**src/rtl/fahc_pkg.sv**
```systemverilog
package fahc_pkg;

  localparam int unsigned MV_FULL  = 3300;
  localparam int unsigned RAW_FULL = 4095;

  typedef enum logic [1:0] {
    SMOKE_NORMAL = 2'd0,
    SMOKE_WARN   = 2'd1,
    SMOKE_DANGER = 2'd2
  } smoke_class_t;

  typedef enum logic [1:0] {
    ALARM_OFF    = 2'd0,
    ALARM_BEEP   = 2'd1,
    ALARM_DANGER = 2'd2
  } alarm_t;

  typedef enum logic {
    ITEM_SAMPLE = 1'b0,
    ITEM_TICK   = 1'b1
  } item_kind_t;

  // register index, taken from paddr[4:2]
  localparam logic [2:0] REG_SMOKE_WARN   = 3'd0;
  localparam logic [2:0] REG_SMOKE_DANGER = 3'd1;
  localparam logic [2:0] REG_SMOKE_HYST   = 3'd2;
  localparam logic [2:0] REG_TEMP_WARN    = 3'd3;
  localparam logic [2:0] REG_TEMP_DANGER  = 3'd4;
  localparam logic [2:0] REG_HUM_WARN     = 3'd5;
  localparam logic [2:0] REG_PUMP_ON      = 3'd6;
  localparam logic [2:0] REG_FAN_ON       = 3'd7;

  typedef struct packed {
    logic [11:0] warn_level;
    logic [11:0] danger_level;
    logic [9:0]  smoke_margin;
    logic [7:0]  temp_warn_c;
    logic [7:0]  heat_limit;
    logic [7:0]  hum_warn_pct;
    logic [7:0]  pump_on_c;
    logic [7:0]  fan_on_c;
  } fahc_cfg_t;

  // request as held in the input register, smoke already in millivolts
  typedef struct packed {
    item_kind_t  kind;
    logic [11:0] smoke_milli;
    logic        flame;
    logic        dht_ok;
    logic [7:0]  temp_c;
    logic [7:0]  hum_pct;
  } fahc_item_t;

  typedef struct packed {
    smoke_class_t smoke_class;
    logic         pump_drive;
    logic         fan_drive;
    logic         buzzer_drive;
    alarm_t       alarm_level;
    logic [7:0]   humidity_shown;
    logic [7:0]   temperature_shown;
    logic         temp_warning;
    logic         humidity_warning;
    logic         reading_valid;
  } fahc_result_t;

  // raw*3300/4095: divide by 4096 first, the remainder then stays below 2*4095
  function automatic logic [11:0] mv_scale(input logic [11:0] raw);
    logic [23:0] prod;
    logic [11:0] q0;
    logic [12:0] r0;
    prod = 24'(raw) * 24'(MV_FULL);
    q0   = prod[23:12];
    r0   = 13'(prod[11:0]) + 13'(q0);
    return (r0 >= 13'(RAW_FULL)) ? q0 + 12'd1 : q0;
  endfunction

endpackage

```
**src/rtl/fahc_if.sv**
```systemverilog
interface fahc_item_if;
  logic        valid;
  logic        ready;
  logic        mode;
  logic [11:0] smoke_raw;
  logic        flame;
  logic        dht_ok;
  logic [7:0]  temp_c;
  logic [7:0]  hum_pct;

  modport source (
    output valid, mode, smoke_raw, flame, dht_ok, temp_c, hum_pct,
    input  ready
  );
  modport sink (
    input  valid, mode, smoke_raw, flame, dht_ok, temp_c, hum_pct,
    output ready
  );
endinterface

interface fahc_result_if;
  logic       valid;
  logic       ready;
  logic [1:0] smoke_class;
  logic       pump_drive;
  logic       fan_drive;
  logic       buzzer_drive;
  logic [1:0] alarm_level;
  logic [7:0] humidity_shown;
  logic [7:0] temperature_shown;
  logic       temp_warning;
  logic       humidity_warning;
  logic       reading_valid;

  modport source (
    output valid, smoke_class, pump_drive, fan_drive, buzzer_drive, alarm_level,
           humidity_shown, temperature_shown, temp_warning, humidity_warning,
           reading_valid,
    input  ready
  );
  modport sink (
    input  valid, smoke_class, pump_drive, fan_drive, buzzer_drive, alarm_level,
           humidity_shown, temperature_shown, temp_warning, humidity_warning,
           reading_valid,
    output ready
  );
endinterface

```
**src/rtl/fire_alarm_hysteresis_controller.sv**
```systemverilog
// Flow: an accepted request is held in the input register and moves into the state registers
// once the result slot is free; the result is then valid from the state registers.
// Throughput: one request per cycle while results are taken; the state registers double as the result register,
// and one further request can wait in the input register while a result is held.
// Reset (rst, synchronous): state, flags, buzzer pattern and pipeline valids clear;
// configuration registers return to their documented defaults.
module fire_alarm_hysteresis_controller
  import fahc_pkg::*;
#(
  parameter int unsigned BEEP_ON_TICKS  = 80,
  parameter int unsigned BEEP_OFF_TICKS = 420
) (
  input  logic          clk,
  input  logic          rst,
  fahc_item_if.sink     item_in,
  fahc_result_if.source result,
  input  logic          psel,
  input  logic          penable,
  input  logic          pwrite,
  input  logic [4:0]    paddr,
  input  logic [31:0]   pwdata,
  output logic [31:0]   prdata,
  output logic          pready
);

  fahc_cfg_t    cfg;
  fahc_item_t   s1_item;
  fahc_result_t res;
  logic         s1_valid;
  logic         out_valid;
  logic         fire;
  logic         accept;

  fahc_cfg u_cfg (
    .clk     (clk),
    .rst     (rst),
    .psel    (psel),
    .penable (penable),
    .pwrite  (pwrite),
    .paddr   (paddr),
    .pwdata  (pwdata),
    .prdata  (prdata),
    .pready  (pready),
    .cfg     (cfg)
  );

  // state update happens only when the result slot is free
  assign fire          = s1_valid && (!out_valid || result.ready);
  assign item_in.ready = !s1_valid || fire;
  assign accept        = item_in.valid && item_in.ready;

  always_ff @(posedge clk) begin
    if (rst) begin
      s1_valid  <= 1'b0;
      out_valid <= 1'b0;
    end else begin
      if (accept)    s1_valid <= 1'b1;
      else if (fire) s1_valid <= 1'b0;
      if (fire)              out_valid <= 1'b1;
      else if (result.ready) out_valid <= 1'b0;
    end
  end

  always_ff @(posedge clk) begin
    if (accept) begin
      s1_item.kind        <= item_kind_t'(item_in.mode);
      s1_item.smoke_milli <= mv_scale(item_in.smoke_raw);
      s1_item.flame       <= item_in.flame;
      s1_item.dht_ok      <= item_in.dht_ok;
      s1_item.temp_c      <= item_in.temp_c;
      s1_item.hum_pct     <= item_in.hum_pct;
    end
  end

  fahc_core #(
    .BEEP_ON_TICKS  (BEEP_ON_TICKS),
    .BEEP_OFF_TICKS (BEEP_OFF_TICKS)
  ) u_core (
    .clk  (clk),
    .rst  (rst),
    .fire (fire),
    .item (s1_item),
    .cfg  (cfg),
    .res  (res)
  );

  assign result.valid             = out_valid;
  assign result.smoke_class       = res.smoke_class;
  assign result.pump_drive        = res.pump_drive;
  assign result.fan_drive         = res.fan_drive;
  assign result.buzzer_drive      = res.buzzer_drive;
  assign result.alarm_level       = res.alarm_level;
  assign result.humidity_shown    = res.humidity_shown;
  assign result.temperature_shown = res.temperature_shown;
  assign result.temp_warning      = res.temp_warning;
  assign result.humidity_warning  = res.humidity_warning;
  assign result.reading_valid     = res.reading_valid;

endmodule

```
**src/rtl/fahc_cfg.sv**
```systemverilog
module fahc_cfg
  import fahc_pkg::*;
(
  input  logic        clk,
  input  logic        rst,
  input  logic        psel,
  input  logic        penable,
  input  logic        pwrite,
  input  logic [4:0]  paddr,
  input  logic [31:0] pwdata,
  output logic [31:0] prdata,
  output logic        pready,
  output fahc_cfg_t   cfg
);

  logic       wr_en;
  logic [2:0] idx;

  assign pready = 1'b1;
  assign wr_en  = psel && penable && pwrite;
  assign idx    = paddr[4:2];

  always_ff @(posedge clk) begin
    if (rst) begin
      cfg.warn_level   <= 12'd1600;
      cfg.danger_level <= 12'd2000;
      cfg.smoke_margin <= 10'd50;
      cfg.temp_warn_c  <= 8'd40;
      cfg.heat_limit   <= 8'd60;
      cfg.hum_warn_pct <= 8'd80;
      cfg.pump_on_c    <= 8'd26;
      cfg.fan_on_c     <= 8'd27;
    end else if (wr_en) begin
      case (idx)
        REG_SMOKE_WARN:   cfg.warn_level   <= pwdata[11:0];
        REG_SMOKE_DANGER: cfg.danger_level <= pwdata[11:0];
        REG_SMOKE_HYST:   cfg.smoke_margin <= pwdata[9:0];
        REG_TEMP_WARN:    cfg.temp_warn_c  <= pwdata[7:0];
        REG_TEMP_DANGER:  cfg.heat_limit   <= pwdata[7:0];
        REG_HUM_WARN:     cfg.hum_warn_pct <= pwdata[7:0];
        REG_PUMP_ON:      cfg.pump_on_c    <= pwdata[7:0];
        REG_FAN_ON:       cfg.fan_on_c     <= pwdata[7:0];
        default: ;
      endcase
    end
  end

  always_comb begin
    case (idx)
      REG_SMOKE_WARN:   prdata = 32'(cfg.warn_level);
      REG_SMOKE_DANGER: prdata = 32'(cfg.danger_level);
      REG_SMOKE_HYST:   prdata = 32'(cfg.smoke_margin);
      REG_TEMP_WARN:    prdata = 32'(cfg.temp_warn_c);
      REG_TEMP_DANGER:  prdata = 32'(cfg.heat_limit);
      REG_HUM_WARN:     prdata = 32'(cfg.hum_warn_pct);
      REG_PUMP_ON:      prdata = 32'(cfg.pump_on_c);
      REG_FAN_ON:       prdata = 32'(cfg.fan_on_c);
      default:          prdata = 32'd0;
    endcase
  end

endmodule

```
**src/rtl/fahc_core.sv**
```systemverilog
module fahc_core
  import fahc_pkg::*;
#(
  parameter int unsigned BEEP_ON_TICKS  = 80,
  parameter int unsigned BEEP_OFF_TICKS = 420
) (
  input  logic         clk,
  input  logic         rst,
  input  logic         fire,
  input  fahc_item_t   item,
  input  fahc_cfg_t    cfg,
  output fahc_result_t res
);

  localparam logic [8:0] ON_LOAD  = 9'(BEEP_ON_TICKS - 1);
  localparam logic [8:0] OFF_LOAD = 9'(BEEP_OFF_TICKS - 1);

  smoke_class_t smoke_q, smoke_next;
  alarm_t       alarm_q, alarm_next, alarm_sel;
  logic         temp_warn, temp_warn_next;
  logic         hum_warn, hum_warn_next;
  logic         pump, pump_next;
  logic         fan, fan_next;
  logic [9:0]   filt, filt_next;
  logic         filt_init, filt_init_next;
  logic [7:0]   held_temp, held_temp_next;
  logic [7:0]   held_hum, held_hum_next;
  logic         held_valid, held_valid_next;
  logic         buzz, buzz_next;
  logic [8:0]   cnt, cnt_next;

  logic [12:0]  mv_hy;
  logic         ge_dng, ge_warn, below_warn_h, below_dng_h;
  logic [11:0]  filt_sum;
  logic [7:0]   h;
  logic         ok;
  logic         dng_cond, warn_cond;

  // smoke level; compares are fixed whatever the relation of the thresholds
  always_comb begin
    mv_hy        = 13'(item.smoke_milli) + 13'(cfg.smoke_margin);
    ge_dng       = item.smoke_milli >= cfg.danger_level;
    ge_warn      = item.smoke_milli >= cfg.warn_level;
    below_warn_h = mv_hy < 13'(cfg.warn_level);
    below_dng_h  = mv_hy < 13'(cfg.danger_level);
    case (smoke_q)
      SMOKE_WARN:
        smoke_next = ge_dng ? SMOKE_DANGER : (below_warn_h ? SMOKE_NORMAL : SMOKE_WARN);
      SMOKE_DANGER:
        smoke_next = !below_dng_h ? SMOKE_DANGER : (ge_warn ? SMOKE_WARN : SMOKE_NORMAL);
      default:
        smoke_next = ge_dng ? SMOKE_DANGER : (ge_warn ? SMOKE_WARN : SMOKE_NORMAL);
    endcase
  end

  always_comb begin
    ok              = item.dht_ok;
    filt_sum        = 12'(filt) * 12'd3 + 12'({item.hum_pct, 2'b00});
    filt_next       = filt;
    filt_init_next  = filt_init;
    held_temp_next  = held_temp;
    held_hum_next   = held_hum;
    held_valid_next = ok;
    temp_warn_next  = 1'b0;
    hum_warn_next   = 1'b0;
    pump_next       = 1'b0;
    fan_next        = 1'b0;
    if (ok) begin
      held_temp_next = item.temp_c;
      held_hum_next  = item.hum_pct;
      filt_next      = filt_init ? filt_sum[11:2] : {item.hum_pct, 2'b00};
      filt_init_next = 1'b1;
    end
    h = filt_next[9:2];
    if (ok) begin
      temp_warn_next = !temp_warn ? (item.temp_c >= cfg.temp_warn_c)
                                  : !(item.temp_c < cfg.temp_warn_c);
      hum_warn_next  = !hum_warn ? (h >= cfg.hum_warn_pct)
                                 : !(9'(h) + 9'd2 <= 9'(cfg.hum_warn_pct));
      pump_next      = !pump ? (item.temp_c >= cfg.pump_on_c || item.flame)
                             : !(item.temp_c < cfg.pump_on_c && !item.flame);
      fan_next       = !fan ? (item.temp_c >= cfg.fan_on_c)
                            : !(item.temp_c < cfg.fan_on_c);
    end
    dng_cond  = item.flame || smoke_next == SMOKE_DANGER ||
                (ok && item.temp_c >= cfg.heat_limit);
    warn_cond = smoke_next == SMOKE_WARN || temp_warn_next || hum_warn_next;
    if (dng_cond)       alarm_sel = ALARM_DANGER;
    else if (warn_cond) alarm_sel = ALARM_BEEP;
    else                alarm_sel = ALARM_OFF;
  end

  // alarm mode and buzzer pattern
  always_comb begin
    alarm_next = alarm_q;
    buzz_next  = buzz;
    cnt_next   = cnt;
    if (item.kind == ITEM_SAMPLE) begin
      if (alarm_sel != alarm_q) begin
        alarm_next = alarm_sel;
        buzz_next  = 1'b0;
        cnt_next   = 9'd0;
      end
    end else begin
      case (alarm_q)
        ALARM_DANGER: buzz_next = 1'b1;
        ALARM_BEEP: begin
          if (cnt == 9'd0) begin
            buzz_next = !buzz;
            cnt_next  = buzz ? OFF_LOAD : ON_LOAD;
          end else begin
            cnt_next = cnt - 9'd1;
          end
        end
        default: buzz_next = 1'b0;
      endcase
    end
  end

  always_ff @(posedge clk) begin
    if (rst) begin
      smoke_q    <= SMOKE_NORMAL;
      temp_warn  <= 1'b0;
      hum_warn   <= 1'b0;
      pump       <= 1'b0;
      fan        <= 1'b0;
      filt       <= 10'd0;
      filt_init  <= 1'b0;
      held_temp  <= 8'd0;
      held_hum   <= 8'd0;
      held_valid <= 1'b0;
      alarm_q    <= ALARM_OFF;
      buzz       <= 1'b0;
      cnt        <= 9'd0;
    end else if (fire) begin
      alarm_q <= alarm_next;
      buzz    <= buzz_next;
      cnt     <= cnt_next;
      if (item.kind == ITEM_SAMPLE) begin
        smoke_q    <= smoke_next;
        temp_warn  <= temp_warn_next;
        hum_warn   <= hum_warn_next;
        pump       <= pump_next;
        fan        <= fan_next;
        filt       <= filt_next;
        filt_init  <= filt_init_next;
        held_temp  <= held_temp_next;
        held_hum   <= held_hum_next;
        held_valid <= held_valid_next;
      end
    end
  end

  assign res.smoke_class       = smoke_q;
  assign res.pump_drive        = pump;
  assign res.fan_drive         = fan;
  assign res.buzzer_drive      = buzz;
  assign res.alarm_level       = alarm_q;
  assign res.humidity_shown    = held_valid ? filt[9:2] : held_hum;
  assign res.temperature_shown = held_temp;
  assign res.temp_warning      = temp_warn;
  assign res.humidity_warning  = hum_warn;
  assign res.reading_valid     = held_valid;

`ifndef SYNTHESIS
  a_danger_tick: assert property (@(posedge clk) disable iff (rst)
    fire && item.kind == ITEM_TICK && alarm_q == ALARM_DANGER |=> buzz)
    else $error("danger tick did not drive buzzer");

  a_invalid_clears: assert property (@(posedge clk) disable iff (rst)
    fire && item.kind == ITEM_SAMPLE && !item.dht_ok
      |=> !pump && !fan && !temp_warn && !hum_warn)
    else $error("invalid reading left a drive or flag set");

  a_mode_change: assert property (@(posedge clk) disable iff (rst)
    fire && item.kind == ITEM_SAMPLE && alarm_sel != alarm_q
      |=> cnt == 9'd0 && !buzz)
    else $error("alarm mode change did not restart pattern");

  a_hold: assert property (@(posedge clk) disable iff (rst)
    !fire |=> $stable(smoke_q) && $stable(alarm_q) && $stable(cnt) && $stable(filt))
    else $error("state moved without a request");
`endif

endmodule

```
**src/flat_wrapper.sv**
```systemverilog
// flat-port wrapper written by rule: the top's interface ports become plain ports
module fire_alarm_hysteresis_controller_flat import fahc_pkg::*;
#(
  parameter int unsigned BEEP_ON_TICKS  = 80,
  parameter int unsigned BEEP_OFF_TICKS = 420
)
  (clk, rst, psel, penable, pwrite, paddr, pwdata, prdata, pready, item_in_valid, item_in_mode, item_in_smoke_raw, item_in_flame, item_in_dht_ok, item_in_temp_c, item_in_hum_pct, item_in_ready, result_valid, result_smoke_class, result_pump_drive, result_fan_drive, result_buzzer_drive, result_alarm_level, result_humidity_shown, result_temperature_shown, result_temp_warning, result_humidity_warning, result_reading_valid, result_ready);
  fahc_item_if item_in_i ();
  fahc_result_if result_i ();
  input  logic clk;
  input  logic rst;
  input  logic psel;
  input  logic penable;
  input  logic pwrite;
  input  logic [4:0] paddr;
  input  logic [31:0] pwdata;
  output logic [31:0] prdata;
  output logic pready;
  input wire logic [$bits(item_in_i.valid)-1:0] item_in_valid;
  input wire logic [$bits(item_in_i.mode)-1:0] item_in_mode;
  input wire logic [$bits(item_in_i.smoke_raw)-1:0] item_in_smoke_raw;
  input wire logic [$bits(item_in_i.flame)-1:0] item_in_flame;
  input wire logic [$bits(item_in_i.dht_ok)-1:0] item_in_dht_ok;
  input wire logic [$bits(item_in_i.temp_c)-1:0] item_in_temp_c;
  input wire logic [$bits(item_in_i.hum_pct)-1:0] item_in_hum_pct;
  output wire logic [$bits(item_in_i.ready)-1:0] item_in_ready;
  output wire logic [$bits(result_i.valid)-1:0] result_valid;
  output wire logic [$bits(result_i.smoke_class)-1:0] result_smoke_class;
  output wire logic [$bits(result_i.pump_drive)-1:0] result_pump_drive;
  output wire logic [$bits(result_i.fan_drive)-1:0] result_fan_drive;
  output wire logic [$bits(result_i.buzzer_drive)-1:0] result_buzzer_drive;
  output wire logic [$bits(result_i.alarm_level)-1:0] result_alarm_level;
  output wire logic [$bits(result_i.humidity_shown)-1:0] result_humidity_shown;
  output wire logic [$bits(result_i.temperature_shown)-1:0] result_temperature_shown;
  output wire logic [$bits(result_i.temp_warning)-1:0] result_temp_warning;
  output wire logic [$bits(result_i.humidity_warning)-1:0] result_humidity_warning;
  output wire logic [$bits(result_i.reading_valid)-1:0] result_reading_valid;
  input wire logic [$bits(result_i.ready)-1:0] result_ready;
  assign item_in_i.valid = item_in_valid;
  assign item_in_i.mode = item_in_mode;
  assign item_in_i.smoke_raw = item_in_smoke_raw;
  assign item_in_i.flame = item_in_flame;
  assign item_in_i.dht_ok = item_in_dht_ok;
  assign item_in_i.temp_c = item_in_temp_c;
  assign item_in_i.hum_pct = item_in_hum_pct;
  assign item_in_ready = item_in_i.ready;
  assign result_valid = result_i.valid;
  assign result_smoke_class = result_i.smoke_class;
  assign result_pump_drive = result_i.pump_drive;
  assign result_fan_drive = result_i.fan_drive;
  assign result_buzzer_drive = result_i.buzzer_drive;
  assign result_alarm_level = result_i.alarm_level;
  assign result_humidity_shown = result_i.humidity_shown;
  assign result_temperature_shown = result_i.temperature_shown;
  assign result_temp_warning = result_i.temp_warning;
  assign result_humidity_warning = result_i.humidity_warning;
  assign result_reading_valid = result_i.reading_valid;
  assign result_i.ready = result_ready;
  fire_alarm_hysteresis_controller #(.BEEP_ON_TICKS(BEEP_ON_TICKS), .BEEP_OFF_TICKS(BEEP_OFF_TICKS)) u_core (.clk(clk), .rst(rst), .item_in(item_in_i), .result(result_i), .psel(psel), .penable(penable), .pwrite(pwrite), .paddr(paddr), .pwdata(pwdata), .prdata(prdata), .pready(pready));
endmodule
```
**config.mk**
```make
export PLATFORM = sky130hd
export DESIGN_NAME = fire_alarm_hysteresis_controller_flat
export DESIGN_NICKNAME = d
export VERILOG_FILES = /design/src/rtl/fahc_pkg.sv /design/src/rtl/fahc_if.sv /design/src/rtl/fire_alarm_hysteresis_controller.sv /design/src/rtl/fahc_cfg.sv /design/src/rtl/fahc_core.sv /design/src/flat_wrapper.sv
export SDC_FILE = /design/constraint.sdc
export NUM_CORES = 1
export LEC_CHECK = 0
export BUFFER_PORTS_ARGS = -buffer_cell sky130_fd_sc_hd__buf_2
export CORE_MARGIN = 2
export CORE_UTILIZATION = 50
export CTS_CLUSTER_DIAMETER = 100
export DETAILED_ROUTE_END_ITERATION = 8
export MAX_ROUTING_LAYER = met4
export PLACE_DENSITY = 0.76
export RECOVER_POWER = 100
export SETUP_SLACK_MARGIN = 0.02
export SYNTH_ARGS = -nofsm -noshare
export SYNTH_HDL_FRONTEND = slang
export SYNTH_SLANG_ARGS = --single-unit
```
**constraint.sdc**
```tcl
create_clock -name clk -period 9.3 [get_ports clk]
set_clock_uncertainty 0.15 [all_clocks]
set_input_delay 0.465 -clock clk [delete_from_list [all_inputs] [get_ports clk]]
set_output_delay 0.465 -clock clk [all_outputs]
set_load 0.1 [all_outputs]
```
* Word level (Yosys, flattened, before mapping) *
Index checks and enable logic that the tools add are counted.
W data, S select, Z words.

word-level totals
  flip-flop bits (word level) = 153
  bits of input ports = 75
  output and inout bits = 61
  logic and storage cells = 142

operators by class
  $add $sub $neg = 6
  multiply operators = 2
  $lt $le $gt $ge = 14
  eq/ne operators = 16
  mux-type cells = 34
  bitwise operators = 1
  reductions and logical operators = 39

operators by type and width
  operator                  number
  $pmux W32 S8              1
  $mux W9                   5
  $ge A8 B8 Y1              5
  $lt A13 B12 Y1            2
  $ge A12 B12 Y1            2
  $lt A8 B8 Y1              3
  $mul A12 B10 Y22 const B  1
  $mux W10                  2
  $mux W1                   18
  $reduce_and A2 Y1         9
  $add A12 B10 Y13          1
  $add A12 B12 Y13          1
  $ge A13 B12 Y1 const B    1
  $add A12 B1 Y12 const B   1
  $add A12 B10 Y12          1
  $eq A3 B3 Y1 const B      4
  $mul A10 B2 Y12 const B   1
  $mux W12                  1
  $reduce_and A3 Y1         4
  $add A8 B2 Y9 const B     1
  $le A9 B8 Y1              1
  $logic_not A9 Y1          1
  $sub A9 B1 Y9 const B     1
  $logic_not A1 Y1          8
  other kinds (16)          37

* Logic depth before layout (Yosys ltp) *
  word-level depth = 15
  mapped depth = 30
  depth with buffers taken out = 28

* Cells and area by module *
Synthesis repeated with hierarchy kept, for this count alone.

unflattened totals
  cells, all modules = 1621
  area, all modules = 13879.6 µm²

modules (own cells, without submodules)
  module                            instances  cells an instance  area each (µm²)  sequential area each (µm²)
  fahc_core                         1          731                5789.3           920.9
  fire_alarm_hysteresis_controller  1          432                4454.3           970.9
  fahc_cfg                          1          458                3636.0           1481.4

* Worst setup path before layout *
Ideal clock, no wire load.

  path kind = input to register
  start = input item_in_smoke_raw[1]
  end = register u_core.s1_item[19] (netlist bit), data pin
  library setup time = 0.262 ns
  data arrival time = 6.702 ns
  required time = 8.888 ns
  setup slack = 2.186 ns
  stages on the path = 27
  path buffers = 2
  cell sequence = ha_1 > xor2_1 > ha_1 > a21o_1 > fa_1 > fa_1 > inv_1 > fa_1 > inv_1 > ha_1 > buf_6 > nand2_1 > nor3_1 > a21o_1 > nor2_1 > xnor2_1 > ha_1 > nand3_1 > nand2_1 > maj3_4 > maj3_2 > nand3_1 > mux2_1 > o2111a_1 > a21oi_2 > buf_6 > mux2_1

between the ends
  longest elaborated chain between the ends = 4
  elaborated cells on any way between the ends = 5
  those cells by class = 2 x add/sub; 1 x mul; 1 x order compare; 1 x mux

RTL lines
  what                  RTL line                                RTL
  start: declaration    flat_wrapper.sv:21                      input wire logic [$bits(item_in_i.smoke_raw)-1:0] item_in_smoke_raw;
  $mul A12 B10 Y22 (*)  fahc_pkg.sv:72                          prod = 24'(raw) * 24'(MV_FULL);
  $add A12 B12 Y13      fahc_pkg.sv:74                          r0 = 13'(prod[11:0]) + 13'(q0);
  $ge A13 B12 Y1        fahc_pkg.sv:75                          return (r0 >= 13'(RAW_FULL)) ? q0 + 12'd1 : q0;
  $mux W12 (*)          fahc_pkg.sv:75
  end: declaration      fire_alarm_hysteresis_controller.sv:27  fahc_item_t s1_item;

Every way passes the cells marked *; elsewhere a longest branch is shown, timed or not.
A chain may end at the register's enable or synchronous reset.

* Worst setup path in the final report *
Ends and elaborated chain as after synthesis.

==> impl_summary.txt <==
----------------------------------------------------
[Run status]
  Status ... complete, but fails checks
  Violated checks ... DRC, capacitance limit, slew limit

[Floorplan]
  Effective utilization at floorplan ... 0.5110
  DIE WIDTH ... 167.4 um
  Die Y ... between 150 and 200 um
  Boundary pin count ... 136
  Number of placement rows ... 59
  Die footprint ... 28030 um2
  Core Box Area ... 26130 um2

[Critical path]
  Required time of the critical path ... ~9300 ps
  Category of the most critical setup path ... in2reg
  Beginning of the worst register-to-register path ... u_core.u_core.filt[2]
  Max Fanout on Critical Path ... 12
  R2R setup slack ... 2960 ps
  Startpoint type of the worst setup path ... input port
  End of the worst register-to-register path ... u_core.u_core.cnt[6]
  Kind of end point of the critical path ... register
  Start point of the critical path ... item_in_smoke_raw[1]
  Arrival time worst endpoint ... 8040 ps
  Depth of the most critical reg-to-reg path ... 22

[Yosys]
  Count of flip-flops with a built-in enable after synthesis ... 31
  Post-Synthesis Cells ... 1538
  Library cells used by synthesis ... 83
  Area fraction of the dominant cell type after synthesis ... 0.1893
  Number of warning messages in the yosys log ... 0
  Cell accounting for the most synthesized area ... sky130_fd_sc_hd__ha_1
  Most used flip-flop cell after synthesis ... sky130_fd_sc_hd__dfxtp_1
  Synthesized area per cell ... 8.682 um2
  Commonest cells post-synth ... sky130_fd_sc_hd__ha_1 (202), sky130_fd_sc_hd__inv_1 (146), sky130_fd_sc_hd__nor2_1 (140)
  Proportion of register bits with asynchronous set or reset after synthesis ... 0
  Register bit total from synthesis ... around 150
  Post-Syn Area ... 13350 um2
  Sequential element share of the synthesized area ... 0.2526
  Leading cell type by number of instances after synthesis ... sky130_fd_sc_hd__ha_1
  Ranking of synthesized cells by area ... sky130_fd_sc_hd__ha_1 (19%), sky130_fd_sc_hd__dfxtp_1 (18%), sky130_fd_sc_hd__edfxtp_1 (7.0%), sky130_fd_sc_hd__fa_1 (5.8%), sky130_fd_sc_hd__a21oi_1 (4.6%)

[Drt]
  Total length of routed met3 wires ... between 1500 and 2000 um
  Number of DRC violations after detailed routing ... 9
  WL/cell ... 17.34 um
  Routed vias/inst ... between 5 and 6
  Number of antenna-violating nets in the routed design ... 0
  Met1 Routed Length ... 14980 um
  Total number of vias ... 11322
  Met2 wire length ... 16350 um
  Highest metal layer with signal wires ... met4
  Routed Wire Length ... between 30000 and 40000 um
  Detailed Routing Iterations Pass 1 ... 8
  Iteration-0 DRC Markers ... approximately 1100

[Global route]
  Pin count of the biggest net entering global routing ... 98
  Total global routing track utilization ... 0.2460
  Number of antenna violations at the first check in global routing ... 1
  Global-route wire length before repair ... 54800 um
  Via count of the first global-routing pass ... ~11000
  Total congestion overflow after global routing ... 0

[Power]
  Power density cells ... 289.5 nW/um2
  Register share of total power ... 0.196
  Clock power share ... 0.173
  Internal power contribution ... approximately 0.0023 W
  Reported leakage power ... 6.446 nW
  Peak supply drop ... 207.5 uV
  Reported net switching power ... around 0.0019 W
  Proportion of total power due to net switching ... 0.4593
  Part of the power in combinational logic ... 0.631

[STA]
  Final Critical Period ... around 8000 ps
  Max Clk Rate ... around 120 MHz
  Post-route clock period utilization ... 0.8609
  Worst slew pin tran ... 4466 ps
  Worst-case hold slack ... 41.09 ps
  Unrepaired setup endpoints after global routing ... no
  Final-report hold violation count ... 0
  Final setup viols ... 0
  Worst slew margin ... -1.977
  Slew Limit Fails ... 156
  TNS Setup ... 0 ps

[Worst hold path]
  Path category of the worst min-delay check ... in2reg
  Worst-case hold path end point ... u_core.s1_item[30]
  Cell depth of the worst min-delay path ... 1
  Hold_sp ... item_in_mode

[Clock tree]
  # hold bufs at CTS ... 0
  Buffer cell driving the clock tree root ... sky130_fd_sc_hd__clkbuf_16
  Clock slew at the register clock pins of the worst setup and hold paths ... approximately 80 ps
  Clock insertion delay at the later pin of the skew report ... roughly 440 ps
  Number of clock buffers inserted by TritonCTS ... 17
  Number of clock sinks seen by CTS ... 153
  Buffer depth of the longest clock path ... 2
  TritonCTS clock tree ... done
  Setup bufs post-CTS ... 0
  Post-CTS Resized ... 0
  H-tree level count ... 4

[Place]
  Count of input and output buffers ... 92
  Weighted congestion at the end of routability-driven global placement ... just over 0.9
  DP Wirelength ... 25730 um

[Cells and area]
  Layout cells sized above 1 ... 0.07472
  Net total in the final layout ... around 1900
  Area Overhead vs Synth ... 8.293%
  End-of-flow core utilization ... 0.5533

[Flow run]
  Max cap viols ... 3

----------------------------------------------------
cell type report:
| cell class | count | area, um2 |
|---|---|---|
| diodes | 1 | 2.502 |
| fillers | 2359 | 11670 |
| well taps | 335 | 419.2 |
| clock inverters | 14 | 170.2 |
| repair buffers | 98 | 444.2 |
| inverters | 146 | 548.0 |
| clock buffers | 18 | 439.2 |
| flip-flops and latches | 153 | 3373 |
| multi-input cells | 1177 | 9064 |
sequential cells by signal (all words and copies together) (netlist names), 2 cells and up:
name,cells
u_core.s1_item,31
u_core.u_cfg.cfg,74
u_core.u_core.smoke_q,2
u_core.u_core.filt,10
u_core.u_core.held_hum,8
u_core.u_core.alarm_q,2
u_core.u_core.held_temp,8
u_core.u_core.cnt,9
worst max-delay path: stages:
cell and delay (ps):
sky130_fd_sc_hd__buf_2 170, sky130_fd_sc_hd__ha_1 360, sky130_fd_sc_hd__xor2_1 180, sky130_fd_sc_hd__ha_1 310, sky130_fd_sc_hd__fa_1 520, sky130_fd_sc_hd__fa_1 550, sky130_fd_sc_hd__inv_1 50, sky130_fd_sc_hd__fa_1 490
sky130_fd_sc_hd__inv_1 40, sky130_fd_sc_hd__ha_1 390, sky130_fd_sc_hd__a21oi_1 180, sky130_fd_sc_hd__o21ai_0 190, sky130_fd_sc_hd__a2111oi_0 730, sky130_fd_sc_hd__o21ai_0 250, sky130_fd_sc_hd__a21oi_1 190, sky130_fd_sc_hd__nor2b_1 70
sky130_fd_sc_hd__o21ai_0 230, sky130_fd_sc_hd__nand2b_1 80, sky130_fd_sc_hd__a21oi_1 170, sky130_fd_sc_hd__xnor2_1 220, sky130_fd_sc_hd__ha_1 350, sky130_fd_sc_hd__inv_1 100, sky130_fd_sc_hd__nor4_1 60, sky130_fd_sc_hd__mux2_1 290
sky130_fd_sc_hd__o2111a_1 250, sky130_fd_sc_hd__a21oi_1 760, sky130_fd_sc_hd__mux2_1 380
kinds of logic after synthesis:
family,count (synthesis),share of synthesized area
AND/OR/NAND/NOR,416,0.1466
AO/OA/AOI/OAI,379,0.1933
adder cells (fa/ha/maj),245,0.2512
buffers and inverters,227,0.07103
flip-flops,153,0.2526
multiplexers,59,0.04620
XOR/XNOR,57,0.03842
other,2,0.0005624
metal layers:
metal | vias up | GRT usage
met1 | 5436 | 0.3089
met2 | 316 | 0.4148
met5 | - | -
li1 | 5522 | -
met4 | 0 | 0.07070
met3 | 48 | 0.03427
how the worst max path moves through the flow:
| stage | to | slack (ps) | cells after the start |
|---|---|---|---|
| final | u_core.s1_item[19] | 1290 | 27 |
| after floorplan | u_core.s1_item[19] | 2190 | 27 |
| after global placement | u_core.s1_item[19] | 1330 | 27 |
| after detailed placement | u_core.s1_item[19] | 1180 | 27 |
| after CTS | u_core.s1_item[19] | 1630 | 27 |
| after global routing | u_core.s1_item[29] | 850 | 29 |
layout by cell type, fill, tap and decap left out, types with 7 or more instances in the layout:
cell and instances:
sky130_fd_sc_hd__nor2_1 140, sky130_fd_sc_hd__xnor2_1 31, sky130_fd_sc_hd__mux2_2 9, sky130_fd_sc_hd__edfxtp_1 31
sky130_fd_sc_hd__a21oi_1 125, sky130_fd_sc_hd__o21a_1 20, sky130_fd_sc_hd__a21o_1 37, sky130_fd_sc_hd__o21ai_0 46
sky130_fd_sc_hd__o22ai_1 12, sky130_fd_sc_hd__clkbuf_16 17, sky130_fd_sc_hd__a211o_1 27, sky130_fd_sc_hd__a211oi_1 15
sky130_fd_sc_hd__nand3_1 29, sky130_fd_sc_hd__inv_6 7, sky130_fd_sc_hd__nand2_1 122, sky130_fd_sc_hd__ha_1 202
sky130_fd_sc_hd__nand4_1 9, sky130_fd_sc_hd__clkbuf_1 45, sky130_fd_sc_hd__nand2b_1 16, sky130_fd_sc_hd__fa_1 39
sky130_fd_sc_hd__xor2_1 25, sky130_fd_sc_hd__mux2i_1 47, sky130_fd_sc_hd__and3_1 11, sky130_fd_sc_hd__nor2b_1 22
sky130_fd_sc_hd__buf_2 49, sky130_fd_sc_hd__nor4_1 9, sky130_fd_sc_hd__inv_1 146, sky130_fd_sc_hd__o31a_1 7
sky130_fd_sc_hd__conb_1 21, sky130_fd_sc_hd__a31oi_1 17, sky130_fd_sc_hd__nor3_1 19, sky130_fd_sc_hd__dfxtp_1 122
through the flow:
| stage | setup slack [ps] | area, um2 | total power [W] | std cells |
|---|---|---|---|---|
| after global placement | 1331 | 13950 | 0.003363 | 1909 |
| final | 1294 | 14460 | 0.004186 | 1942 |
| after floorplan | 2186 | 13420 | 0.002976 | 1557 |
| after detailed placement | 1184 | 13950 | 0.003462 | 1909 |
| after CTS | 1633 | 14560 | 0.004201 | 1941 |
| after global routing | 848.8 | 14460 | 0.004516 | 1942 |
power by group through the flow:
stage	combinational (W)	sequential (W)	clock (W)
after floorplan	0.00215	0.000822	0
after global placement	0.00253	0.000834	0
after detailed placement	0.00263	0.000835	0
after CTS	0.00265	0.000819	0.000733
after global routing	0.00293	0.000824	0.000765
final	0.00264	0.000821	0.000724
Power figures use the tool's default switching activity.
